File: src/rtl/sorted_priority_queue_macros.svh
// ----------------------------------------------------------------------------
// Sorted priority queue assertion macros
// Shared concurrent assertion forms for the queue RTL.
// ----------------------------------------------------------------------------
`ifndef SORTED_PRIORITY_QUEUE_MACROS_SVH
`define SORTED_PRIORITY_QUEUE_MACROS_SVH

// Same-cycle implication, disabled while reset is asserted
`define SPQ_ASSERT_NOW(label, ante, cons, msg) \
	label: assert property (@(posedge clk) disable iff (!arst_n) (ante) |-> (cons)) \
		else $error(msg);

// Next-cycle implication, disabled while reset is asserted
`define SPQ_ASSERT_NEXT(label, ante, cons, msg) \
	label: assert property (@(posedge clk) disable iff (!arst_n) (ante) |=> (cons)) \
		else $error(msg);

`endif

File: src/rtl/spq_pkg.sv
// ----------------------------------------------------------------------------
// Sorted priority queue package
// Sizes, codes and types shared by the queue modules and channels.
// ----------------------------------------------------------------------------
package spq_pkg;

	// Storage depth and derived widths
	localparam int DEPTH  = 16;
	localparam int IDX_W  = $clog2(DEPTH);
	localparam int CNT_W  = $clog2(DEPTH + 1);
	localparam int CAP_W  = 5;
	localparam int FILL_W = 5;
	localparam int WIDE_W = (CNT_W > FILL_W) ? CNT_W : FILL_W;
	localparam int CMP_W  = (CNT_W > CAP_W) ? CNT_W : CAP_W;

	localparam logic [CAP_W-1:0] CAP_RESET = 5'd16;

	// Operation codes
	localparam logic OP_PUSH = 1'b0;
	localparam logic OP_POP  = 1'b1;

	typedef logic signed [31:0] value_t;
	typedef logic signed [15:0] prio_t;

	typedef enum logic [1:0] {
		ST_PUSHED   = 2'd0,
		ST_POPPED   = 2'd1,
		ST_EMPTY    = 2'd2,
		ST_OVERFLOW = 2'd3
	} status_t;

	typedef struct packed {
		value_t value;
		prio_t  prio;
	} entry_t;

	typedef struct packed {
		logic   op;
		value_t value;
		prio_t  prio;
	} req_t;

	typedef struct packed {
		status_t           status;
		value_t            value;
		prio_t             prio;
		logic [FILL_W-1:0] fill;
	} rsp_t;

	// Report an entry count in the fill field width (modulo wrap)
	function automatic logic [FILL_W-1:0] fill_of(logic [CNT_W-1:0] c);
		logic [WIDE_W-1:0] w;
		w = WIDE_W'(c);
		return w[FILL_W-1:0];
	endfunction

endpackage

File: src/rtl/spq_in_if.sv
// ----------------------------------------------------------------------------
// Sorted priority queue request channel
// Valid/ready channel carrying one push or pop request.
// ----------------------------------------------------------------------------
interface spq_in_if;
	import spq_pkg::*;

	logic   valid;
	logic   ready;
	logic   op;
	value_t value;
	prio_t  priority_req;

	modport source (output valid, output op, output value, output priority_req, input ready);
	modport sink   (input valid, input op, input value, input priority_req, output ready);
endinterface

File: src/rtl/spq_out_if.sv
// ----------------------------------------------------------------------------
// Sorted priority queue result channel
// Valid/ready channel carrying one result per request.
// ----------------------------------------------------------------------------
interface spq_out_if;
	import spq_pkg::*;

	logic              valid;
	logic              ready;
	logic [1:0]        status;
	value_t            out_value;
	prio_t             out_priority;
	logic [FILL_W-1:0] fill;

	modport source (output valid, output status, output out_value, output out_priority,
		output fill, input ready);
	modport sink   (input valid, input status, input out_value, input out_priority,
		input fill, output ready);
endinterface

File: src/rtl/spq_cfg_if.sv
// ----------------------------------------------------------------------------
// Sorted priority queue configuration channel
// Valid/ready write channel for the capacity register.
// ----------------------------------------------------------------------------
interface spq_cfg_if;
	import spq_pkg::*;

	logic             valid;
	logic             ready;
	logic [CAP_W-1:0] capacity;

	modport source (output valid, output capacity, input ready);
	modport sink   (input valid, input capacity, output ready);
endinterface

File: src/rtl/sorted_priority_queue.sv
// ----------------------------------------------------------------------------
// Sorted priority queue
// Up to DEPTH value/priority entries kept in priority order, one result per
// request.
// ----------------------------------------------------------------------------
// A push compares the new entry with the stored entries from the tail,
// moves each stored entry of lower priority up one place, then writes the
// new entry. A pop captures the head, then moves each remaining entry down
// one place. Overflow and empty pops go straight to the result. The single
// entry store moves one entry per cycle through its one write port and one
// registered read port. The request channel is ready again in the cycle after
// a result is loaded. The request channel is not ready while a request is
// being worked on. A finished result sits in an output register, so the next
// request is taken while the result waits. Capacity is written through the
// configuration channel, which is always ready. The store needs no clearing
// after reset.
// ----------------------------------------------------------------------------
module sorted_priority_queue (
	input  logic   clk,
	input  logic   arst_n,
	spq_in_if.sink    req,
	spq_out_if.source rsp,
	spq_cfg_if.sink   cfg
);
	import spq_pkg::*;

	logic [CAP_W-1:0] capacity_q;
	logic             out_valid_q;
	rsp_t             out_q;
	logic             eng_busy;
	logic             eng_done;
	logic             eng_start;
	logic             rsp_free;
	req_t             eng_req;
	rsp_t             eng_rsp;

	assign cfg.ready = 1'b1;
	assign req.ready = !eng_busy;
	assign eng_start = req.valid && !eng_busy;
	assign rsp_free  = !out_valid_q || rsp.ready;
	assign eng_req   = '{op: req.op, value: req.value, prio: req.priority_req};

	// Capacity register
	always_ff @(posedge clk or negedge arst_n) begin
		if (!arst_n) begin
			capacity_q <= CAP_RESET;
		end else if (cfg.valid && cfg.ready) begin
			capacity_q <= cfg.capacity;
		end
	end

	spq_engine u_engine (
		.clk       (clk),
		.arst_n    (arst_n),
		.start     (eng_start),
		.req       (eng_req),
		.cap       (capacity_q),
		.rsp_ready (rsp_free),
		.busy      (eng_busy),
		.done      (eng_done),
		.rsp       (eng_rsp)
	);

	// Output register: load on completion, drop when taken
	always_ff @(posedge clk or negedge arst_n) begin
		if (!arst_n) begin
			out_valid_q <= 1'b0;
			out_q       <= '0;
		end else begin
			if (eng_done) begin
				out_valid_q <= 1'b1;
				out_q       <= eng_rsp;
			end else if (rsp.ready) begin
				out_valid_q <= 1'b0;
			end
		end
	end

	assign rsp.valid        = out_valid_q;
	assign rsp.status       = out_q.status;
	assign rsp.out_value    = out_q.value;
	assign rsp.out_priority = out_q.prio;
	assign rsp.fill         = out_q.fill;

endmodule

File: src/rtl/spq_engine.sv
// ----------------------------------------------------------------------------
// Sorted priority queue engine
// Entry store with one write and one registered read port, walked by a
// small sequencer that shifts one entry per cycle on insert and on removal.
// ----------------------------------------------------------------------------
`include "sorted_priority_queue_macros.svh"

module spq_engine (
	input  logic                      clk,
	input  logic                      arst_n,
	input  logic                      start,
	input  spq_pkg::req_t             req,
	input  logic [spq_pkg::CAP_W-1:0] cap,
	input  logic                      rsp_ready,
	output logic                      busy,
	output logic                      done,
	output spq_pkg::rsp_t             rsp
);
	import spq_pkg::*;

	typedef enum logic [2:0] {
		S_IDLE,
		S_PUSH_CMP,
		S_PUSH_INS,
		S_POP_HEAD,
		S_POP_SHIFT,
		S_RESP
	} state_t;

	state_t           state_q;
	logic [CNT_W-1:0] count_q;
	logic [CNT_W-1:0] pos_q;
	entry_t           new_q;
	entry_t           rd_q;
	rsp_t             res_q;

	entry_t           mem [DEPTH];

	logic [CNT_W-1:0] cnt_m1;
	logic [CNT_W-1:0] cnt_p1;
	logic [CNT_W-1:0] pos_m1;
	logic [CNT_W-1:0] pos_m2;
	logic [CNT_W-1:0] pos_p1;
	logic             full;
	logic             shift_en;
	logic [IDX_W-1:0] raddr;
	logic [IDX_W-1:0] waddr;
	logic             we;
	entry_t           wdata;

	assign cnt_m1   = count_q - CNT_W'(1);
	assign cnt_p1   = count_q + CNT_W'(1);
	assign pos_m1   = pos_q - CNT_W'(1);
	assign pos_m2   = pos_q - CNT_W'(2);
	assign pos_p1   = pos_q + CNT_W'(1);
	assign full     = (CMP_W'(count_q) >= CMP_W'(cap)) || (count_q == CNT_W'(DEPTH));
	assign shift_en = $signed(rd_q.prio) < $signed(new_q.prio);

	assign busy = (state_q != S_IDLE);
	assign done = (state_q == S_RESP) && rsp_ready;
	assign rsp  = res_q;

	// Select store addresses for the current step
	always_comb begin
		raddr = '0;
		waddr = '0;
		we    = 1'b0;
		wdata = new_q;
		unique case (state_q)
			S_IDLE: begin
				if (start && req.op == OP_PUSH) begin
					raddr = cnt_m1[IDX_W-1:0];
				end
			end
			S_PUSH_CMP: begin
				we    = 1'b1;
				waddr = pos_q[IDX_W-1:0];
				if (shift_en) begin
					wdata = rd_q;
					raddr = pos_m2[IDX_W-1:0];
				end
			end
			S_PUSH_INS: begin
				we    = 1'b1;
				waddr = pos_q[IDX_W-1:0];
			end
			S_POP_HEAD: begin
				raddr = pos_q[IDX_W-1:0];
			end
			S_POP_SHIFT: begin
				we    = 1'b1;
				waddr = pos_m1[IDX_W-1:0];
				wdata = rd_q;
				raddr = pos_p1[IDX_W-1:0];
			end
			S_RESP: begin
			end
			default: begin
			end
		endcase
	end

	// Entry store: one write, one registered read
	always_ff @(posedge clk) begin
		if (we) begin
			mem[waddr] <= wdata;
		end
		rd_q <= mem[raddr];
	end

	// Sequencer
	always_ff @(posedge clk or negedge arst_n) begin
		if (!arst_n) begin
			state_q <= S_IDLE;
			count_q <= '0;
			pos_q   <= '0;
			new_q   <= '0;
			res_q   <= '0;
		end else begin
			unique case (state_q)
				S_IDLE: begin
					if (start) begin
						new_q       <= '{value: req.value, prio: req.prio};
						res_q.value <= '0;
						res_q.prio  <= '0;
						res_q.fill  <= fill_of(count_q);
						if (req.op == OP_PUSH) begin
							if (full) begin
								res_q.status <= ST_OVERFLOW;
								state_q      <= S_RESP;
							end else begin
								pos_q   <= count_q;
								state_q <= (count_q == '0) ? S_PUSH_INS : S_PUSH_CMP;
							end
						end else begin
							if (count_q == '0) begin
								res_q.status <= ST_EMPTY;
								state_q      <= S_RESP;
							end else begin
								pos_q   <= CNT_W'(1);
								state_q <= S_POP_HEAD;
							end
						end
					end
				end
				S_PUSH_CMP: begin
					if (shift_en) begin
						// Move the lower-priority entry up one place
						pos_q <= pos_m1;
						if (pos_q == CNT_W'(1)) begin
							state_q <= S_PUSH_INS;
						end
					end else begin
						count_q      <= cnt_p1;
						res_q.status <= ST_PUSHED;
						res_q.fill   <= fill_of(cnt_p1);
						state_q      <= S_RESP;
					end
				end
				S_PUSH_INS: begin
					count_q      <= cnt_p1;
					res_q.status <= ST_PUSHED;
					res_q.fill   <= fill_of(cnt_p1);
					state_q      <= S_RESP;
				end
				S_POP_HEAD: begin
					// Capture the head, then close the gap
					res_q.value  <= rd_q.value;
					res_q.prio   <= rd_q.prio;
					res_q.status <= ST_POPPED;
					if (pos_q < count_q) begin
						state_q <= S_POP_SHIFT;
					end else begin
						count_q    <= cnt_m1;
						res_q.fill <= fill_of(cnt_m1);
						state_q    <= S_RESP;
					end
				end
				S_POP_SHIFT: begin
					if (pos_p1 < count_q) begin
						pos_q <= pos_p1;
					end else begin
						count_q    <= cnt_m1;
						res_q.fill <= fill_of(cnt_m1);
						state_q    <= S_RESP;
					end
				end
				S_RESP: begin
					if (rsp_ready) begin
						state_q <= S_IDLE;
					end
				end
				default: begin
					state_q <= S_IDLE;
				end
			endcase
		end
	end

	`SPQ_ASSERT_NOW(a_count_bound, 1'b1, count_q <= CNT_W'(DEPTH), "entry count above depth")
	`SPQ_ASSERT_NEXT(a_push_grows, state_q == S_PUSH_INS, count_q == $past(cnt_p1), "insert did not grow count")
	`SPQ_ASSERT_NOW(a_shift_range, state_q == S_POP_SHIFT, pos_q < count_q && pos_q != '0, "removal shift out of range")
	`SPQ_ASSERT_NOW(a_cmp_range, state_q == S_PUSH_CMP, pos_q != '0 && pos_q <= count_q, "insert compare out of range")

endmodule
File: src/flat_wrapper.sv
// flat-port wrapper written by rule: the top's interface ports become plain ports
module sorted_priority_queue_flat import spq_pkg::*;
  (clk, arst_n, req_valid, req_op, req_value, req_priority_req, req_ready, rsp_valid, rsp_status, rsp_out_value, rsp_out_priority, rsp_fill, rsp_ready, cfg_valid, cfg_capacity, cfg_ready);
  spq_in_if req_i ();
  spq_out_if rsp_i ();
  spq_cfg_if cfg_i ();
  input  logic clk;
  input  logic arst_n;
  input wire logic [$bits(req_i.valid)-1:0] req_valid;
  input wire logic [$bits(req_i.op)-1:0] req_op;
  input wire logic [$bits(req_i.value)-1:0] req_value;
  input wire logic [$bits(req_i.priority_req)-1:0] req_priority_req;
  output wire logic [$bits(req_i.ready)-1:0] req_ready;
  output wire logic [$bits(rsp_i.valid)-1:0] rsp_valid;
  output wire logic [$bits(rsp_i.status)-1:0] rsp_status;
  output wire logic [$bits(rsp_i.out_value)-1:0] rsp_out_value;
  output wire logic [$bits(rsp_i.out_priority)-1:0] rsp_out_priority;
  output wire logic [$bits(rsp_i.fill)-1:0] rsp_fill;
  input wire logic [$bits(rsp_i.ready)-1:0] rsp_ready;
  input wire logic [$bits(cfg_i.valid)-1:0] cfg_valid;
  input wire logic [$bits(cfg_i.capacity)-1:0] cfg_capacity;
  output wire logic [$bits(cfg_i.ready)-1:0] cfg_ready;
  assign req_i.valid = req_valid;
  assign req_i.op = req_op;
  assign req_i.value = req_value;
  assign req_i.priority_req = req_priority_req;
  assign req_ready = req_i.ready;
  assign rsp_valid = rsp_i.valid;
  assign rsp_status = rsp_i.status;
  assign rsp_out_value = rsp_i.out_value;
  assign rsp_out_priority = rsp_i.out_priority;
  assign rsp_fill = rsp_i.fill;
  assign rsp_i.ready = rsp_ready;
  assign cfg_i.valid = cfg_valid;
  assign cfg_i.capacity = cfg_capacity;
  assign cfg_ready = cfg_i.ready;
  sorted_priority_queue u_core (.clk(clk), .arst_n(arst_n), .req(req_i), .rsp(rsp_i), .cfg(cfg_i));
endmodule
File: config.mk
export PLATFORM = sky130hd
export DESIGN_NAME = sorted_priority_queue_flat
export DESIGN_NICKNAME = d
export VERILOG_FILES = /design/src/rtl/spq_pkg.sv /design/src/rtl/spq_in_if.sv /design/src/rtl/spq_out_if.sv /design/src/rtl/spq_cfg_if.sv /design/src/rtl/sorted_priority_queue.sv /design/src/rtl/spq_engine.sv /design/src/flat_wrapper.sv
export VERILOG_INCLUDE_DIRS = /design/src /design/src/rtl
export SDC_FILE = /design/constraint.sdc
export NUM_CORES = 1
export LEC_CHECK = 0
export ABC_AREA = 1
export BUFFER_PORTS_ARGS = -buffer_cell sky130_fd_sc_hd__buf_4
export CAP_MARGIN = 10
export CELL_PAD_IN_SITES_DETAIL_PLACEMENT = 0
export CELL_PAD_IN_SITES_GLOBAL_PLACEMENT = 1
export CORE_ASPECT_RATIO = 1.4
export CORE_MARGIN = 8
export CORE_UTILIZATION = 45
export DETAILED_ROUTE_END_ITERATION = 8
export PLACE_DENSITY_LB_ADDON = 0.1
export REMOVE_ABC_BUFFERS = 1
export SYNTH_ARGS = -nofsm -noshare
export SYNTH_HDL_FRONTEND = slang
export SYNTH_SLANG_ARGS = --single-unit
File: constraint.sdc
create_clock -name clk -period 5.6 [get_ports clk]
set_clock_uncertainty 0.15 [all_clocks]
set_input_delay 0 -clock clk [delete_from_list [all_inputs] [get_ports clk]]
set_output_delay 0 -clock clk [all_outputs]
set_load 0.1 [all_outputs]
Word-level counts from Yosys, hierarchy flattened
Memory sizes are Yosys's and may differ from the RTL's. A register that Yosys moved wholly into a read port is not among the register bits.
Cells that the tools add are included.
{ "word_totals": {"ff_bits": 177, "ram_bits": 768, "in_bits": 59, "output_inout_bits": 58, "elab_cells": 111, "memories": 1} }
{ "memory_table": {"columns": ["name", "depth", "width", "read_ports", "rd_clocked_by_memory_dff", "write_ports", "line_no", "text"], "rows": [
  ["u_core.u_engine.mem", 16, 48, 1, 1, 1, "spq_engine.sv:37", "entry_t mem [DEPTH];"]
]} }
{ "classes": {"n_addsub": 5, "magnitude_cmp": 4, "eq_ne": 19, "mux": 41, "bitwise": 1, "n_reduce_logical": 25} }
{ "op_table": {"columns": ["cell", "n"], "rows": [
  ["48-bit one-hot mux with 2 select lines", 2],
  ["55-bit two-way mux", 1],
  ["48-bit two-way mux", 1],
  ["5-bit two-way mux", 9],
  ["5-bit one-hot mux with 5 select lines", 1],
  ["3-bit two-way mux", 8],
  ["5-bit one-hot mux with 4 select lines", 1],
  ["3-bit one-hot mux with 6 select lines", 1],
  ["16-bit less-than comparator", 1],
  ["4-bit one-hot mux with 4 select lines", 1],
  ["3-bit != test, second input constant", 5],
  ["5-bit one-hot mux with 3 select lines", 1],
  ["2-bit != test, second input constant", 7],
  ["5-bit by 1-bit adder with 5-bit output, second input constant", 2],
  ["5-bit less-than comparator", 2],
  ["2-bit two-way mux", 5],
  ["5-bit AND reduction", 2],
  ["5-bit by 1-bit subtractor with 5-bit output, second input constant", 2],
  ["4-bit two-way mux", 2],
  ["2-bit one-hot mux with 4 select lines", 1],
  ["4-bit one-hot mux with 2 select lines", 1],
  ["4-bit AND reduction", 2],
  ["4-bit nonzero test", 2],
  ["3-bit by 2-bit equality test with 1-bit output, second input constant", 2],
  ["20 further kinds", 33]
]} }

Depth between registers and ports, before layout
{ "depth": {"ltp_word": 6, "mapped_depth": 21, "mapped_depth_nobuf": 19} }

Hierarchy
Synthesis repeated with hierarchy kept, for this count alone.
{ "hier_totals": {"cells_unflattened": 4160, "area_unflattened_um2": 43329.1} }
{ "modules_own_cells": {"columns": ["module", "instances", "cells_each", "area_per_inst_um2"], "rows": [
  ["spq_engine", 1, 3897, 40956.8],
  ["sorted_priority_queue", 1, 263, 2372.3]
]} }

Worst setup path after synthesis
No wires, ideal clock.
{ "synth_path": {"kind": "reg2reg", "startpoint": "register u_core.u_engine.pos_q[2]", "endpoint": "memory u_core.u_engine.mem[0][0] in the netlist's numbering, enable pin", "arrival_ns": 5.064, "required_time_ns": 4.924, "setup_slack_ns": -0.140, "stages_incl_launch_ff": 12, "path_cell_list": "dfrtp_1 > clkbuf_1 > inv_1 > ha_1 > nand2_1 > xor2_1 > inv_1 > nand2_1 > o21ai_0 > inv_1 > nand2_1 > a211oi_1"} }
{ "synth_via": {"elab_chain_len": 2} }
{ "synth_lines": {"columns": ["element", "line_no", "text"], "rows": [
  ["start, declared", "spq_engine.sv:32", "logic [CNT_W-1:0] pos_q;"],
  ["start signal, assigned", "spq_engine.sv:132", "pos_q <= count_q;"],
  ["start signal, assigned", "spq_engine.sv:149", "pos_q <= pos_m1;"],
  ["start signal, assigned", "spq_engine.sv:181", "pos_q <= pos_p1;"],
  ["5-bit by 1-bit subtractor with 5-bit output", "spq_engine.sv:53", "assign pos_m1 = pos_q - CNT_W'(1);"],
  ["4-bit one-hot mux with 2 select lines *", "spq_engine.sv:69", "unique case (state_q)"],
  ["end, declared", "spq_engine.sv:37", null]
]} }
Every way passes the cells marked *; elsewhere a longest branch is shown, timed or not.

Worst setup path in the final report
{ "layout_path": {"startpoint": "register u_core.u_engine.new_q[5] in the netlist's numbering", "endpoint": "register u_core.u_engine.rd_q[39] (netlist name)"} }
{ "layout_via": {"elab_chain_len": 3} }
{ "layout_lines": {"columns": ["element", "line_no", "text"], "rows": [
  ["start, declared", "spq_engine.sv:33", "entry_t new_q;"],
  ["start signal, assigned", "spq_engine.sv:123", "new_q <= '{value: req.value, prio: req.prio};"],
  ["16-bit less-than comparator", "spq_engine.sv:57", "assign shift_en = $signed(rd_q.prio) < $signed(new_q.prio);"],
  ["4-bit two-way mux", "spq_engine.sv:78", "if (shift_en) begin"],
  ["4-bit one-hot mux with 4 select lines", "spq_engine.sv:69", null]
]} }
No other way between the ends.
A chain may end at the register's enable or synchronous reset.

==> impl_metrics.csv <==
group,metric,value,unit
placed_design,gp_congestion,0.800,
floorplan,die_w,277,um
floorplan,rows,134,
floorplan,die_h,382,um
sta,rsz0062_at_grt,"no",
critical_path,worst_setup_path_end_kind,"flop",
sta,slew_viol_final,0,
run_status,status,"completed",
detailed_routing,drc_errors,0,
yosys,yosys-mux-area-fraction,0.000785,
final_layout,drive_gt1_frac,0.0933,
min_path,min_path_type,"in2reg",
clocking,cts.sinks,993,
floorplan,num_io_pins,117,
floorplan,coreArea,95100,um2
floorplan,dieArea,106000,um2
clocking,cts_resized,0,
sta,setup_viol,0,
floorplan,start_util,0.453,
placed_design,dp_hpwl,58400,um
sta,worstMarginPinSlew,1.15,ns
yosys,yosys_warnings,0,
global_routing,grt_usage,0.225,
critical_path,worst-setup-path-type,"reg2reg",
yosys,ys_seq_elements,993,
global_routing,grt_overflow,0,
yosys,syn_area_per_cell,10.4,um2
critical_path,required,6.01,ns
placed_design,portBuffers,115,
global_routing,grt_pass1_vias,29422,
sta,max_freq,0.232,GHz
sta,slew_headroom,0.226,
clocking,clk_pin_slew,0.07,ns
yosys,syn_inst,4156,
job,drv_cap,0,
global_routing,grt_max_degree,201,
clocking,cts_hold_buf,147,
detailed_routing,viasPerCell,5.24,
yosys,synth-simple-area-share,0.208,
yosys,syn_area,43100,um2
global_routing,antenna_found_initial,1,
yosys,synth_edf_count,768,
clocking,clk_latency,0.67,ns
detailed_routing,vias,29715,
yosys,async_flop_share,0.178,
detailed_routing,dr.pass1.iters,5,
sta,hold_viol_final,0,
yosys,yosysUniqueCellTypes,44,
yosys,dominantRegCellSynth,"edfxtp_1",
yosys,synth_compound_area_frac,0.0310,
yosys,synth-xor-area-share,0.00203,
global_routing,grt_pass1_wl,183000,um
detailed_routing,finalWirelength,120000,um
clocking,cts_tree,"yes",
clocking,cts-root-buf,"clkbuf_16",
detailed_routing,drt-initial-drc-count,2274,
yosys,synthAdderAreaFrac,0.0108,
yosys,synth_top_family_by_area,"simple AND/OR/NAND/NOR gates",
final_layout,area_delta_synth_final,16.9,%
final_layout,final_nets,4461,
clocking,clockBufferDepth,3,
sta,holdWs,0.0626,ns
critical_path,r2r_slack,1.28,ns
critical_path,critPathMaxFanout,200,
detailed_routing,final_antenna_net_count,0,
clocking,h-tree-depth,3,
sta,fin_crit,4.32,ns
yosys,yosysSeqAreaShare,0.661,
clocking,cts_buffers,99,
critical_path,worstSetupStartpointType,"flop",
sta,finalCritPeriodShare,0.771,
detailed_routing,wl_per_cell,21.2,um
critical_path,critPathArrivalTime,4.72,ns
clocking,cts_setup_buffers,0,
==> worst max-delay path: stages (launching register included) <==
cell,delay [ns]
dfrtp_1,0.38
inv_1,0.11
ha_1,0.26
a21oi_1,0.22
o21a_1,0.14
nand2_1,0.14
nand2_1,0.11
nand2_1,0.08
nand2_1,0.14
nand4_4,0.71
nand2_8,0.32
buf_12,0.67
nand2_1,0.12
nand3_1,0.11
nand3_1,0.08
nand3_1,0.11
nand2_1,0.07
==> final timing paths <==
path / from / to / depth (start not counted)
setup / recovery: u_core.u_engine.new_q[5]$_DFFE_PN0P_ / u_core.u_engine.rd_q[39]$_DFF_P_ / 16
hold / removal: req_value[21] / u_core.u_engine.new_q[37]$_DFFE_PN0P_ / 4
setup reg to reg: u_core.u_engine.new_q[5]$_DFFE_PN0P_ / u_core.u_engine.rd_q[39]$_DFF_P_ / 16
hold reg to reg: u_core.u_engine.new_q[33]$_DFFE_PN0P_ / u_core.u_engine.new_q[33]$_DFFE_PN0P_ / 2
max in group asynchronous: arst_n / u_core.rsp.out_value[11]$_DFFE_PN0P_ / 4
min in group asynchronous: arst_n / u_core.capacity_q[4]$_DFFE_PN1P_ / 3
==> metrics by stage <==
| step | std cells | worst slack (ns) | util | area, um2 | TNS [ns] |
|---|---|---|---|---|---|
| global placement | 5340 | 1.35 | 0.479 | 45500 | 0 |
| global route | 5672 | 0.936 | 0.529 | 50300 | 0 |
| finish | 5673 | 1.28 | 0.529 | 50300 | 0 |
| detailed placement | 5340 | 1.34 | 0.479 | 45500 | 0 |
| floorplan | 3908 | -7.33 | - | 42000 | -352.91 |
| CTS | 5671 | 1.30 | 0.529 | 50300 | 0 |
==> per-layer routing <==
metal	GRT usage	part of all wire	up-vias
li1	-	-	14246
met1	0.295	0.43	14616
met2	0.391	0.50	709
met3	0.0275	0.049	144
met4	0.0660	0.022	0
met5	0	0	-
==> synth_stat cells (30+ instances only) <==
master | n | share of area
ha_1 | 37 | 0.011
nand3_1 | 885 | 0.10
nand2_1 | 830 | 0.072
edfxtp_1 | 768 | 0.54
inv_1 | 688 | 0.060
o22ai_1 | 53 | 0.0077
clkbuf_1 | 106 | 0.0092
buf_1 | 30 | 0.0026
o21ai_0 | 144 | 0.017
buf_2 | 102 | 0.012
dfrtp_1 | 176 | 0.10
nand3b_1 | 145 | 0.025
nor2_1 | 44 | 0.0038
dfxtp_1 | 48 | 0.022
==> area by class of cell <==
class	instances	area (um2)
Clock inverter	55	606
Fill cell	8459	44700
Clock buffer	129	2730
Tap cell	1224	1530
Inverter	704	2660
Sequential cell	993	28500
Timing Repair Buffer	356	3290
Antenna cell	1	2.50
Multi-Input combinational cell	2211	11100
==> placed cells by master (no fill, tap or decap), drive strengths merged, types with 38 or more instances in the layout <==
master	n
nand3	885
dfrtp	176
dfxtp	48
buf	210
o22ai	54
clkbuf	129
clkinv	38
inv	702
nand3b	145
nand2	831
edfxtp	768
o21ai	147
dlygate4sd3	146
nor2	49
==> cells by family (layout without fill, tap and decap cells) <==
family                   after synthesis  in the layout
adder cells (fa/ha/maj)               37             37
AND/OR/NAND/NOR                     1921           1921
multiplexers                           3              3
other                                  1              2
AO/OA/AOI/OAI                        239            239
XOR/XNOR                              10             10
buffers and inverters                952           1244
flip-flops                           993            993
==> state kept, by name, indices dropped and copies added (netlist names) <==
register / flops
u_core.u_engine.new_q: 48
u_core.u_engine.pos_q: 5
u_core.u_engine.state_q: 3
u_core.u_engine.mem: 768
u_core.u_engine.count_q: 5
u_core.capacity_q: 5
u_core.u_engine.rd_q: 48
u_core.u_engine.rsp: 55
u_core.rsp.fill: 5
u_core.rsp.out_priority: 16
u_core.rsp.status: 2
u_core.rsp.valid: 1
u_core.rsp.out_value: 32
Power is not shown: default switching activity piles up to over one toggle a cycle in this logic, so the estimate is an artifact.
